`src/rtl/bmp_pkg.sv`:
```
`timescale 1ns / 1ps
// ----------------------------------------------------------------------------
// bmp_pkg
// Shared types and constants of the bidirectional motor PWM unit.
// ----------------------------------------------------------------------------
package bmp_pkg;

    // Default number of motors
    localparam int MOTORS_DEF = 4;

    // Field widths
    localparam int ACTION_W  = 2;
    localparam int INDEX_W   = 2;
    localparam int SPEED_W   = 8;
    localparam int PERIOD_W  = 8;
    localparam int DRIVE_W   = 8;
    localparam int S_DATA_W  = 16;
    localparam int M_DATA_W  = 16;

    // Reset value of the period register
    localparam logic [PERIOD_W-1:0] PERIOD_RST = 8'd100;

    // Most negative speed and the pulse width it maps to (full on)
    localparam logic [SPEED_W-1:0] SPEED_MOST_NEG = 8'h80;
    localparam logic [SPEED_W-1:0] PULSE_FULL     = 8'hff;

    // Request kinds
    typedef enum logic [ACTION_W-1:0] {
        ACT_TICK  = 2'd0,
        ACT_WRITE = 2'd1,
        ACT_READ  = 2'd2
    } action_t;

    // One input request
    typedef struct packed {
        action_t                    action;
        logic [INDEX_W-1:0]         motor_index;
        logic signed [SPEED_W-1:0]  speed;
    } item_t;

    // One result; drive_lines lands in the low bits when packed
    typedef struct packed {
        logic signed [SPEED_W-1:0]  read_speed;
        logic [DRIVE_W-1:0]         drive_lines;
    } result_t;

endpackage

```
`src/rtl/bidirectional_motor_pwm_unit.sv`:
```
`timescale 1ns / 1ps
// ----------------------------------------------------------------------------
// bidirectional_motor_pwm_unit
// Sign-magnitude PWM H-bridge driver for several motors, stream interface.
// ----------------------------------------------------------------------------
//  Channel   Direction  Handshake           Payload
//  s_*       in         s_tvalid/s_tready   tuser: action; tdata: index, speed
//  m_*       out        m_tvalid/m_tready   tdata: drive_lines, read_speed
//  cfg_*     in         cfg_valid/cfg_ready cfg_data: pwm_period
//
//  One request per cycle sustained while the result side is not stalled; a request
//  goes through the input register, then the state update into the result register.
//  The motor state changes in the cycle a request moves into the result register.
//  A stalled result holds; the input side keeps taking requests until both
//  registers are full. Reset clears all motor state, period returns to 100.
// ----------------------------------------------------------------------------
module bidirectional_motor_pwm_unit
#(
    parameter int MOTORS = bmp_pkg::MOTORS_DEF
)
(
    input  logic                            clk,
    input  logic                            rst_n,
    // request stream
    input  logic                            s_tvalid,
    output logic                            s_tready,
    input  logic [bmp_pkg::S_DATA_W-1:0]    s_tdata,   // [1:0] motor_index, [9:2] speed
    input  logic [bmp_pkg::ACTION_W-1:0]    s_tuser,   // [1:0] action
    // result stream
    output logic                            m_tvalid,
    input  logic                            m_tready,
    output logic [bmp_pkg::M_DATA_W-1:0]    m_tdata,   // [7:0] drive_lines, [15:8] read_speed
    // period register write
    input  logic                            cfg_valid,
    output logic                            cfg_ready,
    input  logic [bmp_pkg::PERIOD_W-1:0]    cfg_data
);
    import bmp_pkg::*;

    item_t   s_item;
    item_t   core_item;
    logic    core_valid;
    logic    core_ready;
    result_t core_result;
    result_t m_result;

    // Unpack the request
    assign s_item.action      = action_t'(s_tuser);
    assign s_item.motor_index = s_tdata[INDEX_W-1:0];
    assign s_item.speed       = s_tdata[INDEX_W+SPEED_W-1:INDEX_W];

    assign cfg_ready = 1'b1;

    // Input register
    bmp_in_stage u_in
    (
        .clk       (clk),
        .rst_n     (rst_n),
        .in_valid  (s_tvalid),
        .in_ready  (s_tready),
        .in_item   (s_item),
        .out_valid (core_valid),
        .out_ready (core_ready),
        .out_item  (core_item)
    );

    // State and result logic
    bmp_core #(.MOTORS(MOTORS)) u_core
    (
        .clk       (clk),
        .rst_n     (rst_n),
        .cfg_valid (cfg_valid),
        .cfg_data  (cfg_data),
        .step      (core_valid && core_ready),
        .item      (core_item),
        .result    (core_result)
    );

    // Result register
    bmp_out_stage u_out
    (
        .clk        (clk),
        .rst_n      (rst_n),
        .in_valid   (core_valid),
        .in_ready   (core_ready),
        .in_result  (core_result),
        .out_valid  (m_tvalid),
        .out_ready  (m_tready),
        .out_result (m_result)
    );

    assign m_tdata = m_result;

endmodule

```
`src/rtl/bmp_in_stage.sv`:
```
`timescale 1ns / 1ps
// ----------------------------------------------------------------------------
// bmp_in_stage
// Input register: holds one accepted request until the core consumes it.
// ----------------------------------------------------------------------------
module bmp_in_stage
(
    input  logic            clk,
    input  logic            rst_n,
    input  logic            in_valid,
    output logic            in_ready,
    input  bmp_pkg::item_t  in_item,
    output logic            out_valid,
    input  logic            out_ready,
    output bmp_pkg::item_t  out_item
);
    import bmp_pkg::*;

    logic  valid_reg;
    item_t item_reg;

    // Accept when empty or when the held request moves on this cycle
    assign in_ready  = !valid_reg || out_ready;
    assign out_valid = valid_reg;
    assign out_item  = item_reg;

    // Valid flag
    always_ff @(posedge clk or negedge rst_n)
    begin
        if (!rst_n)
        begin
            valid_reg <= 1'b0;
        end
        else if (in_ready)
        begin
            valid_reg <= in_valid;
        end
    end

    // Payload, no reset
    always_ff @(posedge clk)
    begin
        if (in_valid && in_ready)
        begin
            item_reg <= in_item;
        end
    end

endmodule

```
`src/rtl/bmp_core.sv`:
```
`timescale 1ns / 1ps
// ----------------------------------------------------------------------------
// bmp_core
// Motor state, PWM counter and line logic; computes one result per request.
// ----------------------------------------------------------------------------
module bmp_core
#(
    parameter int MOTORS = bmp_pkg::MOTORS_DEF
)
(
    input  logic                            clk,
    input  logic                            rst_n,
    input  logic                            cfg_valid,
    input  logic [bmp_pkg::PERIOD_W-1:0]    cfg_data,
    input  logic                            step,
    input  bmp_pkg::item_t                  item,
    output bmp_pkg::result_t                result
);
    import bmp_pkg::*;

    localparam int LINES = 2 * MOTORS;
    localparam int SHOWN = (LINES < DRIVE_W) ? LINES : DRIVE_W;

    logic [PERIOD_W-1:0] period_reg;
    logic [PERIOD_W-1:0] tick_count_reg, tick_count_next;
    logic [SPEED_W-1:0]  pulse_reg   [MOTORS];
    logic [SPEED_W-1:0]  pulse_next  [MOTORS];
    logic [SPEED_W-1:0]  stored_reg  [MOTORS];
    logic [SPEED_W-1:0]  stored_next [MOTORS];
    logic [MOTORS-1:0]   rev_reg, rev_next;
    logic [MOTORS-1:0]   armed_reg, armed_next;
    logic [LINES-1:0]    lines_reg, lines_next;

    logic                restart;
    logic [SPEED_W-1:0]  raw;
    logic                positive;
    logic [SPEED_W-1:0]  rev_pulse;
    logic [SPEED_W-1:0]  read_value;
    logic [DRIVE_W-1:0]  drive;

    // Request decode and next state
    always_comb
    begin
        restart         = (tick_count_reg >= period_reg);
        raw             = item.speed;
        positive        = !raw[SPEED_W-1] && (raw != '0);
        // negate, with the most negative speed going to full on
        rev_pulse       = (raw == SPEED_MOST_NEG) ? PULSE_FULL : SPEED_W'(8'd0 - raw);
        tick_count_next = tick_count_reg;
        pulse_next      = pulse_reg;
        stored_next     = stored_reg;
        rev_next        = rev_reg;
        armed_next      = armed_reg;
        lines_next      = lines_reg;
        read_value      = '0;

        case (item.action)
            ACT_TICK:
            begin
                if (restart)
                begin
                    tick_count_next = '0;
                end
                else
                begin
                    tick_count_next = tick_count_reg + 8'd1;
                end
                for (int m = 0; m < MOTORS; m++)
                begin
                    if (restart)
                    begin
                        // period start: raise the active line of every running motor
                        if (pulse_reg[m] != '0)
                        begin
                            armed_next[m] = 1'b1;
                            if (rev_reg[m])
                            begin
                                lines_next[2*m+1] = 1'b1;
                            end
                            else
                            begin
                                lines_next[2*m] = 1'b1;
                            end
                        end
                    end
                    else if (armed_reg[m] && (tick_count_reg >= pulse_reg[m]))
                    begin
                        // pulse over: drop the active line
                        armed_next[m] = 1'b0;
                        if (rev_reg[m])
                        begin
                            lines_next[2*m+1] = 1'b0;
                        end
                        else
                        begin
                            lines_next[2*m] = 1'b0;
                        end
                    end
                end
            end
            ACT_WRITE:
            begin
                for (int m = 0; m < MOTORS; m++)
                begin
                    if (int'(item.motor_index) == m)
                    begin
                        stored_next[m] = raw;
                        if (positive)
                        begin
                            pulse_next[m]     = raw;
                            rev_next[m]       = 1'b0;
                            lines_next[2*m+1] = 1'b0;
                        end
                        else
                        begin
                            pulse_next[m]     = rev_pulse;
                            rev_next[m]       = 1'b1;
                            lines_next[2*m]   = 1'b0;
                        end
                    end
                end
            end
            ACT_READ:
            begin
                for (int m = 0; m < MOTORS; m++)
                begin
                    if (int'(item.motor_index) == m)
                    begin
                        read_value = stored_reg[m];
                    end
                end
            end
            default:
            begin
                // unused code: state unchanged
            end
        endcase
    end

    // Only the low lines show on the port
    always_comb
    begin
        drive             = '0;
        drive[SHOWN-1:0]  = lines_next[SHOWN-1:0];
    end

    assign result.drive_lines = drive;
    assign result.read_speed  = read_value;

    // Period register
    always_ff @(posedge clk or negedge rst_n)
    begin
        if (!rst_n)
        begin
            period_reg <= PERIOD_RST;
        end
        else if (cfg_valid)
        begin
            period_reg <= cfg_data;
        end
    end

    // Motor and counter state
    always_ff @(posedge clk or negedge rst_n)
    begin
        if (!rst_n)
        begin
            tick_count_reg <= '0;
            rev_reg        <= '0;
            armed_reg      <= '0;
            lines_reg      <= '0;
            for (int m = 0; m < MOTORS; m++)
            begin
                pulse_reg[m]  <= '0;
                stored_reg[m] <= '0;
            end
        end
        else if (step)
        begin
            tick_count_reg <= tick_count_next;
            rev_reg        <= rev_next;
            armed_reg      <= armed_next;
            lines_reg      <= lines_next;
            pulse_reg      <= pulse_next;
            stored_reg     <= stored_next;
        end
    end

endmodule

```
`src/rtl/bmp_out_stage.sv`:
```
`timescale 1ns / 1ps
// ----------------------------------------------------------------------------
// bmp_out_stage
// Result register: holds a finished result until the sink takes it.
// ----------------------------------------------------------------------------
module bmp_out_stage
(
    input  logic              clk,
    input  logic              rst_n,
    input  logic              in_valid,
    output logic              in_ready,
    input  bmp_pkg::result_t  in_result,
    output logic              out_valid,
    input  logic              out_ready,
    output bmp_pkg::result_t  out_result
);
    import bmp_pkg::*;

    logic    valid_reg;
    result_t result_reg;

    // Free when empty or being drained this cycle
    assign in_ready   = !valid_reg || out_ready;
    assign out_valid  = valid_reg;
    assign out_result = result_reg;

    // Valid flag
    always_ff @(posedge clk or negedge rst_n)
    begin
        if (!rst_n)
        begin
            valid_reg <= 1'b0;
        end
        else if (in_ready)
        begin
            valid_reg <= in_valid;
        end
    end

    // Payload, no reset
    always_ff @(posedge clk)
    begin
        if (in_valid && in_ready)
        begin
            result_reg <= in_result;
        end
    end

endmodule

```
`config.mk`:
```
export PLATFORM = sky130hd
export DESIGN_NAME = bidirectional_motor_pwm_unit
export DESIGN_NICKNAME = d
export VERILOG_FILES = /design/src/rtl/bmp_pkg.sv /design/src/rtl/bidirectional_motor_pwm_unit.sv /design/src/rtl/bmp_in_stage.sv /design/src/rtl/bmp_core.sv /design/src/rtl/bmp_out_stage.sv
export SDC_FILE = /design/constraint.sdc
export NUM_CORES = 1
export LEC_CHECK = 0
export BUFFER_PORTS_ARGS = -buffer_cell sky130_fd_sc_hd__buf_2
export CORE_MARGIN = 5
export CORE_UTILIZATION = 35
export DETAILED_ROUTE_END_ITERATION = 12
export PLACE_DENSITY_LB_ADDON = 0.08
export SLEW_MARGIN = 20
export SYNTH_ARGS = -nofsm -noshare
export SYNTH_HDL_FRONTEND = slang
export SYNTH_HIERARCHICAL = 1
export SYNTH_SLANG_ARGS = --single-unit
```
`constraint.sdc`:
```
create_clock -name clk -period 3.9 [get_ports clk]
set_input_delay 0.585 -clock clk [delete_from_list [all_inputs] [get_ports clk]]
set_output_delay 0.585 -clock clk [all_outputs]
set_load 0.05 [all_outputs]
```
Yosys cells after proc, flatten, opt, wreduce, memory -nomap -nowiden
Cells that the tools add are included.
{"block": "word_totals", "output_inout_bits": 19, "word_cells": 136, "inputBits": 31, "regBits": 126}
{"block": "op_classes", "order_cmp": 5, "reduce_logical": 32, "addsub": 2, "n_mux": 61, "n_eq_ne": 10}
{"op": "2-to-1 mux 8 bit", "count": 7}
{"op": ">= comparator 8 bit", "count": 5}
{"op": "nonzero test 8 bit", "count": 5}
{"op": "2-to-1 mux 1 bit", "count": 37}
{"op": "2-to-1 mux 2 bit", "count": 16}
{"op": "case mux 8 bit (2 select lines)", "count": 1}
{"op": "AND reduction 4 bit", "count": 4}
{"op": "AND reduction 3 bit", "count": 4}
{"op": "adder 8 x 1 -> 8 bit (second input constant)", "count": 1}
{"op": "equality test 8 bit (second input constant)", "count": 1}
{"op": "!= test 2 bit (second input constant)", "count": 4}
{"op": "nonzero test 2 bit", "count": 4}
{"op": "subtractor 1 x 8 -> 8 bit (first input constant)", "count": 1}
{"op": "logical AND 1 bit", "count": 7}
{"op": "equality test 2 bit (second input constant)", "count": 3}
{"op": "equality test 2 x 1 -> 1 bit (second input constant)", "count": 2}
{"op": "logical NOT 2 bit", "count": 2}
{"op": "logical NOT 1 bit", "count": 3}
{"op": "logical OR 1 bit", "count": 2}
{"op": "AND reduction 2 bit", "count": 1}

Logic depth before layout (Yosys ltp)
{"block": "logic_depth", "ltp_word": 5, "mapped_depth": 8}

By module
Netlist, hierarchy kept.
{"module": "bmp_core", "seq_area_each_um2": 2406.1, "n_inst": 1, "area_each_um2": 5610.4, "cells_per_inst": 554}
{"module": "bmp_out_stage", "seq_area_each_um2": 505.5, "n_inst": 1, "area_each_um2": 534.3, "cells_per_inst": 20}
{"module": "bmp_in_stage", "seq_area_each_um2": 385.4, "n_inst": 1, "area_each_um2": 414.1, "cells_per_inst": 16}
{"module": "bidirectional_motor_pwm_unit", "seq_area_each_um2": 0.0, "n_inst": 1, "area_each_um2": 17.5, "cells_per_inst": 3}

Worst setup path before layout
No wires, ideal clock.
{"block": "synth_timing", "kind": "flip-flop to flip-flop", "start": "register u_core.period_reg[2]", "end": "register u_out.result_reg, in the netlist u_out/out_result[7], data pin", "stages_incl_launch_ff": 9, "setup_ns": 0.267, "slack_ns": 1.729, "n_path_buf": 1, "required_time_ns": 3.633, "t_arrival_ns": 1.904, "path_cell_list": "dfstp_2 -> inv_1 -> ha_1 -> a21o_1 -> a31oi_1 -> o221ai_1 -> clkbuf_1 -> a211oi_1 -> o211ai_1"}
{"item": "start, declared", "line_no": "bmp_core.sv:24", "text": "logic [PERIOD_W-1:0] period_reg;"}
{"item": "start signal, assigned", "line_no": "bmp_core.sv:159", "text": "period_reg <= cfg_data;"}
{"item": "end signal, assigned", "line_no": "bmp_out_stage.sv:45", "text": "result_reg <= in_result;"}
{"item": "end, declared", "line_no": "bmp_out_stage.sv:20", "text": "result_t result_reg;"}

Final worst setup path
{"block": "layout_timing", "start": "register u_core.tick_count_reg[0]", "end": "register u_core.lines_reg[3]"}
{"block": "layout_via", "elab_chain_len": 5, "word_cells_on_any_way": 6}
{"item": "start, declared", "line_no": "bmp_core.sv:25", "text": "logic [PERIOD_W-1:0] tick_count_reg, tick_count_next;"}
{"item": "start signal, assigned", "line_no": "bmp_core.sv:180", "text": "tick_count_reg <= tick_count_next;"}
{"item": ">= comparator 8 bit", "line_no": "bmp_core.sv:86", "text": "else if (armed_reg[m] && (tick_count_reg >= pulse_reg[m]))"}
{"item": "logical AND 1 bit", "line_no": "bmp_core.sv:86"}
{"item": "2-to-1 mux 2 bit", "line_no": "bmp_core.sv:86"}
{"item": "2-to-1 mux 2 bit *", "line_no": "bmp_core.sv:70", "text": "if (restart)"}
{"item": "case mux 8 bit (2 select lines) *", "line_no": "bmp_core.sv:57", "text": "case (item.action)"}
{"item": "end signal, assigned", "line_no": "bmp_core.sv:183", "text": "lines_reg <= lines_next;"}
{"item": "end, declared", "line_no": "bmp_core.sv:32", "text": "logic [LINES-1:0] lines_reg, lines_next;"}
Every way passes the cells marked *; elsewhere a longest branch is shown, timed or not.
A chain may end at the register's enable or synchronous reset.

==> run summary <==
Initial DRC Count - 266
Worst r2r src - u_core/tick_count_reg[0]$_DFFE_PN0P_
Via count - 4669
Die Wd - 147 um
Buf/Inv on CP - 1
# IOs - 50
Critical path launch point type - register
Synthesized flop and latch total - 126
Die Area - 0.0216 sq mm
Ranking of synthesized cells by area - dfrtp_1 36%, edfxtp_1 13%, mux2_2 8.2%
CP Launch Point - u_core/tick_count_reg[0]$_DFFE_PN0P_
Max VDD drop - 289 uV
Die Y - 147 um
CTS root buf - clkbuf_16
Net count after synthesis - 666
Postcts setup bufs - 0
DRC Markers - 0
Post-synth top flop - dfrtp_1
CTS tree - yes
CTS H-tree lvls - 4
Fin Hold WS - 0.309 ns
Netlist cell types - 65
Setup Total Neg Slack - 0 ns
Leading area contributor after synthesis - dfrtp_1
Setup violators final - 0
Worst EP required - 4.15 ns
Vias per cell - 5.26
Antenna Cells - 0
Initial DRT Pass Iterations - 4
Synth top area share - 36.1%
Total track usage - 16.1%
Largest net degree at the start of global routing - 70
Crit-path max cell delay - 0.70 ns
Worst path cell trace - inv_1 > ha_1 > nand2b_1 > a31oi_1 > o221ai_1 > a21boi_1 > o22ai_1
DR WL/cell - 18.7 um
Crit Path Max Fanout - 11
Dpl hpwl - 11600 um
Period utilization - 70.4%
CTS sink count - 126
WL final - 16600 um
Worst clock skew - 0.0173 ns
F_max - 0.364 GHz
Nets@finish - 713
Hold_buf cts - 0
Final Hold Vio Count - 0
Row count - 50
Post-route minimum period - 2.75 ns
Grt ovf - 0
Initial antenna violation count - 0
CTS buffer count - 17
Top-count cell post-synth - dfrtp_1
RSZ-0062 raised after global routing - no
Synth Cell Area - 0.00658 sq mm
Number of cells upsized or downsized after cts - 0
Max Cap Violations - 0
Max-slew violations - 0
Slew @ Worst Pin - 0.949 ns
Fillers - 1777
P per Cell Area - 608 mW/mm^2
P&R area growth vs syn - 15.9%
Nature of the critical path endpoint - register
Starting Density - 35.4%
ANT nets after route - 0
Vias in the first global route - 4765
Largest delay share family, worst path - compound AO/OA/AOI/OAI gates
Core Area - 0.0186 sq mm
Clock Latency Late Sink - 0.42 ns
Port bufs - 42
Placer Congestion - 0.777
CP max stage cell - a21boi_1
Slew headroom - 36.7%
Post-Synthesis Mean Instance Area - 11.1 sq um
Pleak - 0.00327 uW
Layout cells sized above 1 - 25.0%
Crit path DAT - 3.00 ns
Cells after Synth - 593
Post-synth top cells - 95 x dfrtp_1, 48 x mux2_2, 47 x inv_1, 45 x nand2_1, 43 x a21oi_1
Worst Hold Class - in2async
Clock slew at reported path FFs - 0.06 ns
Sequential-to-total area share from yosys stat - 50.1%
CP Class - reg2reg
Maximum buffer depth of the clock tree - 2
Post-synth ARST share - 77.8%
Status - complete, no violations
Post-synth EDFFs - 28
First-pass GRT wire length - 27100 um
Synth warnings - 6
-- worst paths after layout --
path,to,slack [ns],depth (start not counted)
max,u_core/lines_reg[3]$_DFFE_PN0P_,1.15,7
min,u_core/period_reg[4]$_DFFE_PN0P_,0.31,1
max reg2reg,u_core/lines_reg[3]$_DFFE_PN0P_,1.15,7
min reg2reg,u_core/stored_reg[23]$_DFFE_PN0P_,0.48,2
max in group asynchronous,u_core/stored_reg[23]$_DFFE_PN0P_,2.61,2
min in group clk,u_in/out_item[11]$_DFFE_PP_,0.34,1
-- worst register-to-register path: cells and delay by family (launching register included) --
| kind | cells | cell delay (ns) |
|---|---|---|
| compound gates | 4 | 1.52 |
| fa+ha+maj | 1 | 0.29 |
| buf+inv | 1 | 0.25 |
| flops | 1 | 0.40 |
| simple gates | 1 | 0.14 |
-- placed cells by master (no fill, tap or decap), drive strengths merged, types with 8 or more instances in the layout --
cell type,n
mux4,8
nand2,45
ha,42
a21oi,45
nor4,8
dfrtp,95
nor3,8
and3,14
nor2,25
clkbuf,19
buf,51
inv,53
edfxtp,28
mux2,48
nand2b,11
o21ai,44
nand3,9
o22ai,8
a31oi,10
-- metrics by stage --
step	area (sq um)	power, uW	setup slack, ns	util (%)	instances
final	7620	4640	1.15	41.0	887
after global placement	7050	3090	1.17	37.9	855
after detailed placement	7050	3140	1.12	37.9	855
after CTS	7620	4700	1.10	41.0	887
after global routing	7620	4960	0.950	41.0	887
after floorplan	6580	2740	1.73	-	593
-- layer usage --
metal	vias to the layer above	share of wire [%]	wire length, um	GRT usage, %
li1	2258	-	-	-
met1	2301	48	8000	22.0
met2	95	47	7800	25.5
met3	15	3.6	594	4.16
met4	0	1.2	200	4.61
met5	-	0	0	0
-- power breakdown --
group	internal, uW	switching, uW	leakage (uW)
Combinational	534	648	0.00156
Sequential	1650	268	0.00142
Clock	906	627	0.000280
Total	3090	1540	0.00327
-- kinds of logic after synthesis --
logic type	Yosys count	share of synthesized area (%)
xor gates and xnor gates	3	0.400
and+or+nand+nor	145	11.8
DFF	126	50.1
buffers and inverters	70	4.28
muxes	56	11.0
other	1	0.0570
AOI/OAI and AO/OA	150	14.4
adders and majority gates	42	7.99
-- area by class of cell --
cell class | count | area, sq um | share of cell area [%]
inverter | 47 | 176 | 2.32
clock inverter | 13 | 128 | 1.67
clock buffer | 19 | 443 | 5.81
sequential | 126 | 3300 | 43.3
timing repair buffer | 51 | 280 | 3.68
multi-input combinational | 397 | 3000 | 39.4
tap | 234 | 293 | 3.84
No activity file was read; power rests on OpenSTA's default activity.
